$ cat src/hdl/lspc_pkg.sv
// Shared definitions for the laser scan polar-to-Cartesian converter.
// Holds widths, fixed-point constants, register codes, the sequencer state type,
// the CORDIC arctangent table and the rounding helper. No dependencies.
`timescale 1ns / 1ps

package lspc_pkg;

  localparam int MAX_SAMPLES_DEF = 512;

  localparam int IDX_W   = 10;
  localparam int RANGE_W = 23;
  localparam int XY_W    = 24;
  localparam int Z_W     = 25;
  localparam int MUL_W   = 32;
  localparam int PROD_W  = 2 * MUL_W;
  localparam int SCAN_W  = 27;

  localparam logic [IDX_W-1:0]   IDX_MAX = '1;
  localparam logic [RANGE_W-1:0] NONE23  = '1;

  localparam int CORDIC_N = 16;
  localparam logic signed [MUL_W-1:0] CORDIC_X0 = 32'sd652032874;

  localparam int TURN_CDEG    = 36000;
  localparam int HALF_CDEG    = 18000;
  localparam int QUARTER_CDEG = 9000;

  // ceil(2^44 / 36000): the quotient of a 27-bit angle sum by a full turn is exact.
  localparam int RECIP_SHIFT = 44;
  localparam logic [MUL_W-1:0] RECIP_TURN = 32'd488671835;

  localparam int ROUND_SHIFT = 30;

  // Configuration register indexes.
  localparam logic [1:0] CFG_START_ANGLE = 2'd0;
  localparam logic [1:0] CFG_ANGLE_STEP  = 2'd1;
  localparam logic [1:0] CFG_RANGE_UNIT  = 2'd2;
  localparam logic [1:0] CFG_SCAN_COUNT  = 2'd3;

  typedef enum logic [3:0] {
    S_IDLE,
    S_MUL_IDX,
    S_MUL_RNG,
    S_MUL_REC,
    S_MUL_Q,
    S_REDUCE,
    S_WRAP,
    S_CORDIC,
    S_MUL_X,
    S_MUL_Y,
    S_CAP_Y,
    S_DONE
  } lspc_state_t;

  // Arctangent of 2^-k in units of 1/256 centidegree.
  function automatic logic [20:0] atan_lut(input logic [3:0] k);
    logic [20:0] v;
    unique case (k)
      4'd0:  v = 21'd1152000;
      4'd1:  v = 21'd680065;
      4'd2:  v = 21'd359328;
      4'd3:  v = 21'd182400;
      4'd4:  v = 21'd91554;
      4'd5:  v = 21'd45822;
      4'd6:  v = 21'd22916;
      4'd7:  v = 21'd11459;
      4'd8:  v = 21'd5730;
      4'd9:  v = 21'd2865;
      4'd10: v = 21'd1432;
      4'd11: v = 21'd716;
      4'd12: v = 21'd358;
      4'd13: v = 21'd179;
      4'd14: v = 21'd90;
      4'd15: v = 21'd45;
      default: v = '0;
    endcase
    return v;
  endfunction

  // Divide a magnitude product by 2^30, round half up, then apply the sign.
  function automatic logic [XY_W-1:0] round_scale(input logic [PROD_W-1:0] p,
                                                  input logic neg);
    logic [PROD_W-1:0] q;
    logic [XY_W-1:0]   mag;
    q   = (p + (PROD_W'(1) << (ROUND_SHIFT - 1))) >> ROUND_SHIFT;
    mag = q[XY_W-1:0];
    return neg ? (~mag + XY_W'(1)) : mag;
  endfunction

endpackage

$ cat src/hdl/lspc_mul.sv
// Shared unsigned 32 x 32 multiplier with a registered product.
// Every product of the converter goes through this unit. Depends on lspc_pkg.
`timescale 1ns / 1ps

module lspc_mul (
  input  logic                        clk,
  input  logic                        en,
  input  logic [lspc_pkg::MUL_W-1:0]  a,
  input  logic [lspc_pkg::MUL_W-1:0]  b,
  output logic [lspc_pkg::PROD_W-1:0] p
);
  import lspc_pkg::*;

  logic [PROD_W-1:0] p_r;

  always_ff @(posedge clk) begin
    if (en) begin
      p_r <= PROD_W'(a) * PROD_W'(b);
    end
  end

  assign p = p_r;

endmodule

$ cat src/hdl/lspc_cordic.sv
// Iterative CORDIC rotator: one micro-rotation per cycle, sixteen in all.
// Produces gain-compensated cosine and sine scaled by 2^30. Depends on lspc_pkg.
`timescale 1ns / 1ps

module lspc_cordic (
  input  logic                              clk,
  input  logic                              rst_n,
  input  logic                              start,
  input  logic signed [lspc_pkg::Z_W-1:0]   z_init,
  output logic                              done,
  output logic signed [lspc_pkg::MUL_W-1:0] x,
  output logic signed [lspc_pkg::MUL_W-1:0] y
);
  import lspc_pkg::*;

  logic                    busy_r;
  logic                    done_r;
  logic [3:0]              k_r;
  logic signed [MUL_W-1:0] x_r;
  logic signed [MUL_W-1:0] y_r;
  logic signed [Z_W-1:0]   z_r;

  logic signed [MUL_W-1:0] dx;
  logic signed [MUL_W-1:0] dy;
  logic signed [Z_W-1:0]   angle;

  // Arithmetic shifts round toward minus infinity, as the fixed-point scheme needs.
  assign dx    = y_r >>> k_r;
  assign dy    = x_r >>> k_r;
  assign angle = signed'(Z_W'(atan_lut(k_r)));

  always_ff @(posedge clk) begin
    if (!rst_n) begin
      busy_r <= 1'b0;
      done_r <= 1'b0;
      k_r    <= '0;
    end else begin
      done_r <= 1'b0;
      if (start) begin
        busy_r <= 1'b1;
        k_r    <= '0;
      end else if (busy_r) begin
        k_r <= k_r + 4'd1;
        if (k_r == 4'(CORDIC_N - 1)) begin
          busy_r <= 1'b0;
          done_r <= 1'b1;
        end
      end
    end
  end

  always_ff @(posedge clk) begin
    if (start) begin
      x_r <= CORDIC_X0;
      y_r <= '0;
      z_r <= z_init;
    end else if (busy_r) begin
      if (!z_r[Z_W-1]) begin
        x_r <= x_r - dx;
        y_r <= y_r + dy;
        z_r <= z_r - angle;
      end else begin
        x_r <= x_r + dx;
        y_r <= y_r - dy;
        z_r <= z_r + angle;
      end
    end
  end

  assign done = done_r;
  assign x    = x_r;
  assign y    = y_r;

endmodule

$ cat src/hdl/laser_scan_polar_to_cartesian.sv
// Channel  Direction  Handshake            Payload
// in       input      in_valid / in_stall  first_of_scan, range_raw, intensity_in
// out      output     out_valid/out_stall  index, range, bearing, x, y, intensity, flags, minima
// cfg      input      cfg_valid/cfg_ready  cfg_index (2 bits), cfg_data (16 bits)
//
// A sample in the scan passes through the sixteen CORDIC micro-rotations and through the
// shared multiplier, which serves six products in turn; a sample past the scan count or the
// store limit goes straight to the done state. in_stall is high from the transfer until the
// result is loaded into the output register, so the next sample can be taken while a result
// waits on out_stall.
// Reset (rst_n, synchronous, active low) restores the register defaults, clears the index
// and sets both minima to "none"; no clearing pass is needed.
`timescale 1ns / 1ps

module laser_scan_polar_to_cartesian #(
  parameter int MAX_SAMPLES = lspc_pkg::MAX_SAMPLES_DEF
) (
  input  logic                                clk,
  input  logic                                rst_n,
  // Input channel
  input  logic                                in_valid,
  output logic                                in_stall,
  input  logic                                in_first_of_scan,
  input  logic [15:0]                         in_range_raw,
  input  logic [7:0]                          in_intensity_in,
  // Result channel
  output logic                                out_valid,
  input  logic                                out_stall,
  output logic [lspc_pkg::IDX_W-1:0]          out_sample_index,
  output logic [lspc_pkg::RANGE_W-1:0]        out_range_mm,
  output logic signed [15:0]                  out_bearing_cdeg,
  output logic signed [lspc_pkg::XY_W-1:0]    out_x_mm,
  output logic signed [lspc_pkg::XY_W-1:0]    out_y_mm,
  output logic [7:0]                          out_intensity_out,
  output logic                                out_beyond_count,
  output logic [lspc_pkg::RANGE_W-1:0]        out_min_left_mm,
  output logic [lspc_pkg::RANGE_W-1:0]        out_min_right_mm,
  // Configuration write channel
  input  logic                                cfg_valid,
  output logic                                cfg_ready,
  input  logic [1:0]                          cfg_index,
  input  logic [15:0]                         cfg_data
);
  import lspc_pkg::*;

  // Configuration registers.
  logic signed [15:0] start_r;
  logic [15:0]        step_r;
  logic [6:0]         unit_r;
  logic [IDX_W-1:0]   scan_r;

  // Sequencer and scan state.
  lspc_state_t      state_r, state_nxt;
  logic [IDX_W-1:0] idx_r;
  logic [RANGE_W-1:0] min_left_r, min_left_nxt;
  logic [RANGE_W-1:0] min_right_r, min_right_nxt;

  // Per-sample working registers.
  logic [IDX_W-1:0]   cur_idx_r;
  logic [15:0]        raw_r;
  logic [7:0]         inten_r;
  logic               beyond_r;
  logic [SCAN_W-1:0]  s_r;
  logic [RANGE_W-1:0] range_r;
  logic signed [15:0] bearing_r;
  logic               flip_r;
  logic [XY_W-1:0]    x_res_r;
  logic [XY_W-1:0]    y_res_r;

  // Output register.
  logic               out_valid_r;
  logic [IDX_W-1:0]   o_idx_r;
  logic [RANGE_W-1:0] o_range_r;
  logic [15:0]        o_bearing_r;
  logic [XY_W-1:0]    o_x_r;
  logic [XY_W-1:0]    o_y_r;
  logic [7:0]         o_inten_r;
  logic               o_beyond_r;
  logic [RANGE_W-1:0] o_min_left_r;
  logic [RANGE_W-1:0] o_min_right_r;

  // Handshake and datapath nets.
  logic               in_fire;
  logic               out_free;
  logic [IDX_W-1:0]   cur_idx_w;
  logic               beyond_w;
  logic               mul_en;
  logic [MUL_W-1:0]   mul_a;
  logic [MUL_W-1:0]   mul_b;
  logic [PROD_W-1:0]  mul_p;
  logic               cordic_start;
  logic               cordic_done;
  logic signed [MUL_W-1:0] cordic_x;
  logic signed [MUL_W-1:0] cordic_y;
  logic signed [27:0] s_sum;
  logic signed [27:0] s_wrap;
  logic [SCAN_W-1:0]  m_full;
  logic signed [16:0] m_wide;
  logic signed [15:0] b_fold;
  logic               flip_w;
  logic signed [Z_W-1:0] z_init;
  logic signed [MUL_W-1:0] cx;
  logic signed [MUL_W-1:0] cy;
  logic [MUL_W-1:0]   cx_mag;
  logic [MUL_W-1:0]   cy_mag;
  logic [IDX_W-1:0]   half_w;

  assign in_fire   = in_valid && !in_stall;
  assign in_stall  = (state_r != S_IDLE);
  assign out_free  = !out_valid_r || !out_stall;
  assign cfg_ready = 1'b1;

  // A start-of-scan mark restarts the index at zero for this very sample.
  assign cur_idx_w = in_first_of_scan ? '0 : idx_r;
  assign beyond_w  = (cur_idx_w >= scan_r) ||
                     ({1'b0, cur_idx_w} >= (IDX_W + 1)'(MAX_SAMPLES));

  // Bearing sum: start plus index times step, lifted to non-negative before reduction.
  assign s_sum  = 28'(start_r) + signed'({2'b00, mul_p[25:0]});
  assign s_wrap = s_sum[27] ? (s_sum + 28'sd36000) : s_sum;

  // Remainder after the exact quotient, then mapped into [-18000, 17999].
  assign m_full = s_r - mul_p[SCAN_W-1:0];
  always_comb begin
    m_wide = signed'({1'b0, m_full[15:0]});
    if (m_wide >= 17'(HALF_CDEG)) begin
      m_wide = m_wide - 17'(TURN_CDEG);
    end
  end

  // Fold into the CORDIC's convergence range; the result is negated afterward.
  always_comb begin
    b_fold = bearing_r;
    flip_w = 1'b0;
    if (bearing_r > 16'(QUARTER_CDEG)) begin
      b_fold = bearing_r - 16'(HALF_CDEG);
      flip_w = 1'b1;
    end else if (bearing_r < -16'(QUARTER_CDEG)) begin
      b_fold = bearing_r + 16'(HALF_CDEG);
      flip_w = 1'b1;
    end
  end
  assign z_init = signed'({{(Z_W - 24){b_fold[15]}}, b_fold, 8'h00});

  assign cx     = flip_r ? -cordic_x : cordic_x;
  assign cy     = flip_r ? -cordic_y : cordic_y;
  assign cx_mag = cx[MUL_W-1] ? MUL_W'(-cx) : MUL_W'(cx);
  assign cy_mag = cy[MUL_W-1] ? MUL_W'(-cy) : MUL_W'(cy);

  // Nearest-range tracking; the middle sample counts toward neither side.
  assign half_w = scan_r >> 1;
  always_comb begin
    min_left_nxt  = min_left_r;
    min_right_nxt = min_right_r;
    if (!beyond_r) begin
      if (cur_idx_r > half_w) begin
        if (range_r < min_left_r) min_left_nxt = range_r;
      end else if (cur_idx_r < half_w) begin
        if (range_r < min_right_r) min_right_nxt = range_r;
      end
    end
  end

  lspc_mul u_mul (
    .clk (clk),
    .en  (mul_en),
    .a   (mul_a),
    .b   (mul_b),
    .p   (mul_p)
  );

  lspc_cordic u_cordic (
    .clk    (clk),
    .rst_n  (rst_n),
    .start  (cordic_start),
    .z_init (z_init),
    .done   (cordic_done),
    .x      (cordic_x),
    .y      (cordic_y)
  );

  // Sequencer: next state.
  always_comb begin
    state_nxt = state_r;
    unique case (state_r)
      S_IDLE:    if (in_fire) state_nxt = beyond_w ? S_DONE : S_MUL_IDX;
      S_MUL_IDX: state_nxt = S_MUL_RNG;
      S_MUL_RNG: state_nxt = S_MUL_REC;
      S_MUL_REC: state_nxt = S_MUL_Q;
      S_MUL_Q:   state_nxt = S_REDUCE;
      S_REDUCE:  state_nxt = S_WRAP;
      S_WRAP:    state_nxt = S_CORDIC;
      S_CORDIC:  if (cordic_done) state_nxt = S_MUL_X;
      S_MUL_X:   state_nxt = S_MUL_Y;
      S_MUL_Y:   state_nxt = S_CAP_Y;
      S_CAP_Y:   state_nxt = S_DONE;
      S_DONE:    if (out_free) state_nxt = S_IDLE;
      default:   state_nxt = S_IDLE;
    endcase
  end

  // Sequencer: operand selection for the shared multiplier and CORDIC launch.
  always_comb begin
    mul_en       = 1'b0;
    mul_a        = '0;
    mul_b        = '0;
    cordic_start = 1'b0;
    unique case (state_r)
      S_MUL_IDX: begin
        mul_en = 1'b1;
        mul_a  = MUL_W'(cur_idx_r);
        mul_b  = MUL_W'(step_r);
      end
      S_MUL_RNG: begin
        mul_en = 1'b1;
        mul_a  = MUL_W'(raw_r);
        mul_b  = MUL_W'(unit_r);
      end
      S_MUL_REC: begin
        mul_en = 1'b1;
        mul_a  = MUL_W'(s_r);
        mul_b  = RECIP_TURN;
      end
      S_MUL_Q: begin
        mul_en = 1'b1;
        mul_a  = MUL_W'(mul_p[RECIP_SHIFT+11:RECIP_SHIFT]);
        mul_b  = MUL_W'(TURN_CDEG);
      end
      S_WRAP: begin
        cordic_start = 1'b1;
      end
      S_MUL_X: begin
        mul_en = 1'b1;
        mul_a  = MUL_W'(range_r);
        mul_b  = cx_mag;
      end
      S_MUL_Y: begin
        mul_en = 1'b1;
        mul_a  = MUL_W'(range_r);
        mul_b  = cy_mag;
      end
      default: begin
      end
    endcase
  end

  // Control state, scan state and configuration registers.
  always_ff @(posedge clk) begin
    if (!rst_n) begin
      state_r     <= S_IDLE;
      idx_r       <= '0;
      min_left_r  <= NONE23;
      min_right_r <= NONE23;
      out_valid_r <= 1'b0;
      start_r     <= -16'sd9000;
      step_r      <= 16'd50;
      unit_r      <= 7'd1;
      scan_r      <= 10'd361;
    end else begin
      state_r <= state_nxt;

      if (in_fire) begin
        idx_r <= (cur_idx_w == IDX_MAX) ? cur_idx_w : cur_idx_w + IDX_W'(1);
        if (in_first_of_scan) begin
          min_left_r  <= NONE23;
          min_right_r <= NONE23;
        end
      end

      if (state_r == S_DONE && out_free) begin
        min_left_r  <= min_left_nxt;
        min_right_r <= min_right_nxt;
        out_valid_r <= 1'b1;
      end else if (out_valid_r && !out_stall) begin
        out_valid_r <= 1'b0;
      end

      if (cfg_valid && cfg_ready) begin
        unique case (cfg_index)
          CFG_START_ANGLE: start_r <= signed'(cfg_data);
          CFG_ANGLE_STEP:  step_r  <= cfg_data;
          CFG_RANGE_UNIT:  unit_r  <= cfg_data[6:0];
          CFG_SCAN_COUNT:  scan_r  <= cfg_data[IDX_W-1:0];
          default: begin
          end
        endcase
      end
    end
  end

  // Per-sample datapath registers.
  always_ff @(posedge clk) begin
    if (in_fire) begin
      cur_idx_r <= cur_idx_w;
      raw_r     <= in_range_raw;
      inten_r   <= in_intensity_in;
      beyond_r  <= beyond_w;
    end
    if (state_r == S_MUL_RNG) s_r       <= s_wrap[SCAN_W-1:0];
    if (state_r == S_MUL_REC) range_r   <= mul_p[RANGE_W-1:0];
    if (state_r == S_REDUCE)  bearing_r <= m_wide[15:0];
    if (state_r == S_WRAP)    flip_r    <= flip_w;
    if (state_r == S_MUL_Y)   x_res_r   <= round_scale(mul_p, cx[MUL_W-1]);
    if (state_r == S_CAP_Y)   y_res_r   <= round_scale(mul_p, cy[MUL_W-1]);
  end

  // Output register; out-of-scan samples report zero geometry.
  always_ff @(posedge clk) begin
    if (state_r == S_DONE && out_free) begin
      o_idx_r       <= cur_idx_r;
      o_range_r     <= beyond_r ? '0 : range_r;
      o_bearing_r   <= beyond_r ? '0 : bearing_r;
      o_x_r         <= beyond_r ? '0 : x_res_r;
      o_y_r         <= beyond_r ? '0 : y_res_r;
      o_inten_r     <= inten_r;
      o_beyond_r    <= beyond_r;
      o_min_left_r  <= min_left_nxt;
      o_min_right_r <= min_right_nxt;
    end
  end

  assign out_valid         = out_valid_r;
  assign out_sample_index  = o_idx_r;
  assign out_range_mm      = o_range_r;
  assign out_bearing_cdeg  = signed'(o_bearing_r);
  assign out_x_mm          = signed'(o_x_r);
  assign out_y_mm          = signed'(o_y_r);
  assign out_intensity_out = o_inten_r;
  assign out_beyond_count  = o_beyond_r;
  assign out_min_left_mm   = o_min_left_r;
  assign out_min_right_mm  = o_min_right_r;

  // The block holds off the input for the whole computation of a sample.
  a_busy_after_transfer: assert property (@(posedge clk) disable iff (!rst_n)
    in_fire |=> in_stall)
    else $error("input taken again right after a transfer");

  // Samples outside the scan carry no geometry.
  a_beyond_zero: assert property (@(posedge clk) disable iff (!rst_n)
    (out_valid && out_beyond_count) |->
      (out_range_mm == '0 && out_bearing_cdeg == 16'sd0 &&
       out_x_mm == '0 && out_y_mm == '0))
    else $error("out-of-scan sample with nonzero geometry");

  // A delivered bearing always lies within one wrapped turn.
  a_bearing_range: assert property (@(posedge clk) disable iff (!rst_n)
    (out_valid && !out_beyond_count) |->
      (out_bearing_cdeg >= -16'sd18000 && out_bearing_cdeg <= 16'sd17999))
    else $error("bearing outside one turn");

  // The CORDIC finishes only while the sequencer waits for it.
  a_cordic_in_step: assert property (@(posedge clk) disable iff (!rst_n)
    cordic_done |-> (state_r == S_CORDIC))
    else $error("CORDIC completion outside its wait state");

  // Finishing a sample always presents a result on the next cycle.
  a_result_loaded: assert property (@(posedge clk) disable iff (!rst_n)
    (state_r == S_DONE && out_free) |=> (out_valid && state_r == S_IDLE))
    else $error("finished sample not presented");

endmodule
$ cat config.mk
export PLATFORM = sky130hd
export DESIGN_NAME = laser_scan_polar_to_cartesian
export DESIGN_NICKNAME = d
export VERILOG_FILES = /design/src/hdl/lspc_pkg.sv /design/src/hdl/lspc_mul.sv /design/src/hdl/lspc_cordic.sv /design/src/hdl/laser_scan_polar_to_cartesian.sv
export SDC_FILE = /design/constraint.sdc
export NUM_CORES = 2
export LEC_CHECK = 0
export BUFFER_PORTS_ARGS = -buffer_cell sky130_fd_sc_hd__buf_2
export CAP_MARGIN = 20
export CORE_ASPECT_RATIO = 0.5
export CORE_MARGIN = 2
export CORE_UTILIZATION = 64
export DETAILED_ROUTE_END_ITERATION = 12
export PLACE_DENSITY = 0.84
export SYNTH_ARGS = -nofsm -noshare
export SYNTH_HDL_FRONTEND = slang
export SYNTH_SLANG_ARGS = --single-unit
$ cat constraint.sdc
create_clock -name clk -period 14.2 [get_ports clk]
set_input_delay 2.84 -clock clk [delete_from_list [all_inputs] [get_ports clk]]
set_output_delay 2.84 -clock clk [all_outputs]
set_load 0.01 [all_outputs]
==> results_dict.tcl <==
set metrics [dict create \
    status "completed" \
    peakVddDrop_uv 143.8 \
    routed_wirelength_um 207400 \
    areaGrowthSynthToFinish_pct 6.354 \
    vias 56350 \
    crit_type "flop to flop" \
    fin_crit_sh_pct 84.88 \
    grt_setup_unrepaired "no" \
    setup-violations-final 0 \
    yosysUniqueCellTypes 112 \
    place_congestion 1.041 \
    fmax_mhz 82.97 \
    reg2reg_to "u_mul.p[46]" \
    core_um2 103200 \
    cp.required_ps 14600 \
    pwr-share-seq_pct 27.2 \
    tns_ps 0 \
    reg2reg_depth 32 \
    drc 0 \
    finalClockSkew_ps 57.10 \
    root_buffer "clkbuf_16" \
    track_usage_pct 38.92 \
    clkPwrFrac_pct 16.9 \
    port_buffers 201 \
    p_switching_mw 4.428 \
    worst_pin_slew_ps 1141 \
    crit_slowest_cell "nand2_1" \
    die_w_um 461.9 \
    leakage_nw 32.43 \
    syn_avg_cell_area_um2 9.009 \
    period_minus_slack_ps 12050 \
    cts_sinks 581 \
    synthTopCellsByArea "fa_1 22%, edfxtp_1 17%, ha_1 7.3%, inv_1 6.3%, dfxtp_1 6.2%" \
    placed_cell_area_um2 69470 \
    first_global_vias 55770 \
    hp-start "inten_r[3]" \
    holdPathStages 0 \
    cts_tree "done" \
    r2r_start "u_cordic.x[9]" \
    vias_per_cell 6.301 \
    drive_gt1_share_pct 8.132 \
    ios 203 \
    holdPathEnd "out_intensity_out[3]" \
    drv_slew 0 \
    power_frac_comb_pct 55.8 \
    ctsResizeCount 0 \
    numCtsBuffers 55 \
    clk_pin_slew_ps 80 \
    hp-class "flop to flop" \
    synth-seq-cells 581 \
    dp_hpwl_um 158400 \
    firstDrtPassIters 9 \
    crit_fanout 32 \
    cpPeakStageDelay_ps 910 \
    htree_levels 2 \
    placementRows 83 \
    synth-main-ff-cell "edfxtp_1" \
    design_area_um2 71370 \
    yosysSeqAreaShare_pct 22.88 \
    cpMostUsedCell "inv_1" \
    drtIter0Drc 7229 \
    initial_core_util_pct 65.01 \
    synth_edf_count 372 \
    syn_inst 7449 \
    grt_pass1_wl_um 318900 \
    overflow 0 \
    drtAntennaViolNets 0 \
    worst-endpoint-arrival_ps 12450 \
    die_area_um2 107600 \
    clk_latency_ps 680 \
    p_int_mw 4.966 \
    synth_warnings 0 \
    post_drt_wl_per_cell_um 23.19 \
    ys_async_sr_fraction_pct 0 \
    antenna_found_initial 6 \
    cts_hold_buf 0 \
    netlist_area_um2 67110 \
    crit_path_end_kind "flop" \
    synth_top_area_share_pct 22.43 \
    cts_buffer_depth 3 \
    slew-limit-headroom_pct 23.94 \
    max_cap_viol_count 0 \
    synth.largest_area_cell "fa_1" \
    rrSetupSlack_ps 2150 \
    critPathLaunchType "flop" \
    die_h_um 233.0 \
    hold_viol 0 \
    nets 8686 \
    switching_share_pct 47.14 \
    post_cts_buffers 0 \
    power_density_nw_per_um2 131.6 \
    grt_max_degree 89 \
]
==> cell type report <==
type,count,area [µm²]
inverter,1125,4223
timing repair buffer,317,1893
fill,7961,31850
clock buffer,65,1444
antenna,3,7.507
multi-input combinational,5414,46270
clock inverter,36,414.1
tap,1402,1754
sequential,581,15370
==> worst max-delay path: cells and delay by family (launching register included) <==
family	cells	cell delay [ps]
AOI/OAI and AO/OA	9	4550
adders and majority gates	8	2960
and+or+nand+nor	6	2690
buffers and inverters	6	650
DFF	1	480
xor gates and xnor gates	3	430
==> synthesized netlist by cell type (all sizes together), types with 15 or more instances <==
cell type / instances
mux2i: 96
edfxtp: 372
ha: 392
a21o: 132
mux4: 61
o21a: 56
and3: 44
a31oi: 107
nor4: 43
xnor2: 264
dfxtp: 209
inv: 1121
a211oi: 48
nor2b: 113
fa: 752
o31ai: 29
nor2: 407
o21ai: 249
nand4: 46
a222oi: 15
o41ai: 24
nor3: 107
buf: 126
nand2: 1010
a41oi: 16
a221oi: 16
a21oi: 341
nand2b: 37
o21bai: 21
a22oi: 23
clkbuf: 272
mux2: 45
or3: 61
xor2: 197
and2: 180
o22ai: 30
o211ai: 30
or2: 23
nand3: 103
==> layer usage <==
layer | track usage (%) | vias to the layer above | routed length, µm
li1 | - | 24680 | -
met1 | 50.61 | 27240 | 76670
met2 | 58.57 | 3701 | 89020
met3 | 11.81 | 735 | 28610
met4 | 20.94 | 4 | 13080
met5 | 0 | - | 23
==> cell families (layout without fill, tap and decap cells) <==
logic type / Yosys count / in the layout / synth area share (%)
fa+ha+maj: 1145 / 1145 / 29.76
compound gates: 1291 / 1291 / 12.65
buf+inv: 1523 / 1543 / 8.787
flops: 581 / 581 / 22.88
other cells: 2 / 74 / 0.01119
simple gates: 2244 / 2244 / 15.64
mux: 202 / 202 / 4.258
xor+xnor: 461 / 461 / 6.017
==> power by group through the flow <==
stage                     Combinational [mW]  Sequential [mW]  Clock [mW]
after floorplan                         3.89             2.26           0
after global placement                  4.94             2.55           0
after detailed placement                5.01             2.56           0
after CTS                               5.07             2.53        1.59
after global routing                    5.67             2.57        1.65
final                                   5.25             2.56        1.59
==> flip-flops by register name, indices dropped and copies added, names as in the netlist, 21 cells and up <==
name,cells
range_r,23
u_cordic.z_r,25
out_min_left_mm,23
u_cordic.angle,21
s_r,27
out_y_mm,24
min_left_r,23
u_cordic.y,32
out_min_right_mm,23
out_x_mm,24
min_right_r,23
u_cordic.x,32
u_mul.p,53
out_range_mm,23
y_res_r,24
x_res_r,24
==> cell usage in the layout (no fill, tap or decap), types with 25 or more instances in the layout <==
cell,instances
fa_1,752
dfxtp_1,204
a211oi_1,47
conb_1,71
o31ai_1,29
a31oi_1,107
o21a_1,56
nor4_1,40
or3_1,59
nand2b_1,37
o21ai_0,239
xnor2_1,262
xor2_1,195
mux2i_1,94
nor2_1,404
nor2b_1,113
mux2_2,44
edfxtp_1,372
clkbuf_16,55
inv_1,1117
and2_1,180
and3_1,44
o22ai_1,25
nand2_1,1009
buf_4,113
ha_1,392
a21oi_1,340
buf_2,201
nand4_1,46
mux4_2,61
a21o_1,132
nor3_1,100
nand3_1,100
o211ai_1,29
==> worst max path at each step <==
stage                           to      startpoint  cells past startpoint  slack, ps
finish                 u_mul.p[46]   u_cordic.x[9]                     32       2150
global route           u_mul.p[55]   u_cordic.x[6]                     31       1660
CTS                    u_mul.p[53]   u_cordic.x[9]                     33       2670
detailed placement     u_mul.p[53]   u_cordic.x[9]                     33       2750
global placement       u_mul.p[49]  u_cordic.x[23]                     33       2930
floorplan           min_left_r[10]       out_stall                      6       2310
==> metrics by stage <==
step / util, % / instances / hold WS [ps] / total power, mW / setup WS, ps
4_1_cts: 69.10 / 8937 / 420.5 / 9.187 / 2670
6_report: 69.14 / 8943 / 420.0 / 9.394 / 2147
5_1_grt: 69.13 / 8940 / 424.5 / 9.895 / 1665
3_5_place_dp: 67.30 / 8836 / 404.5 / 7.569 / 2753
3_3_place_gp: 67.30 / 8836 / 401.8 / 7.486 / 2929
2_1_floorplan: - / 7518 / 400.3 / 6.159 / 2307
Power figures use the tool's default switching activity.
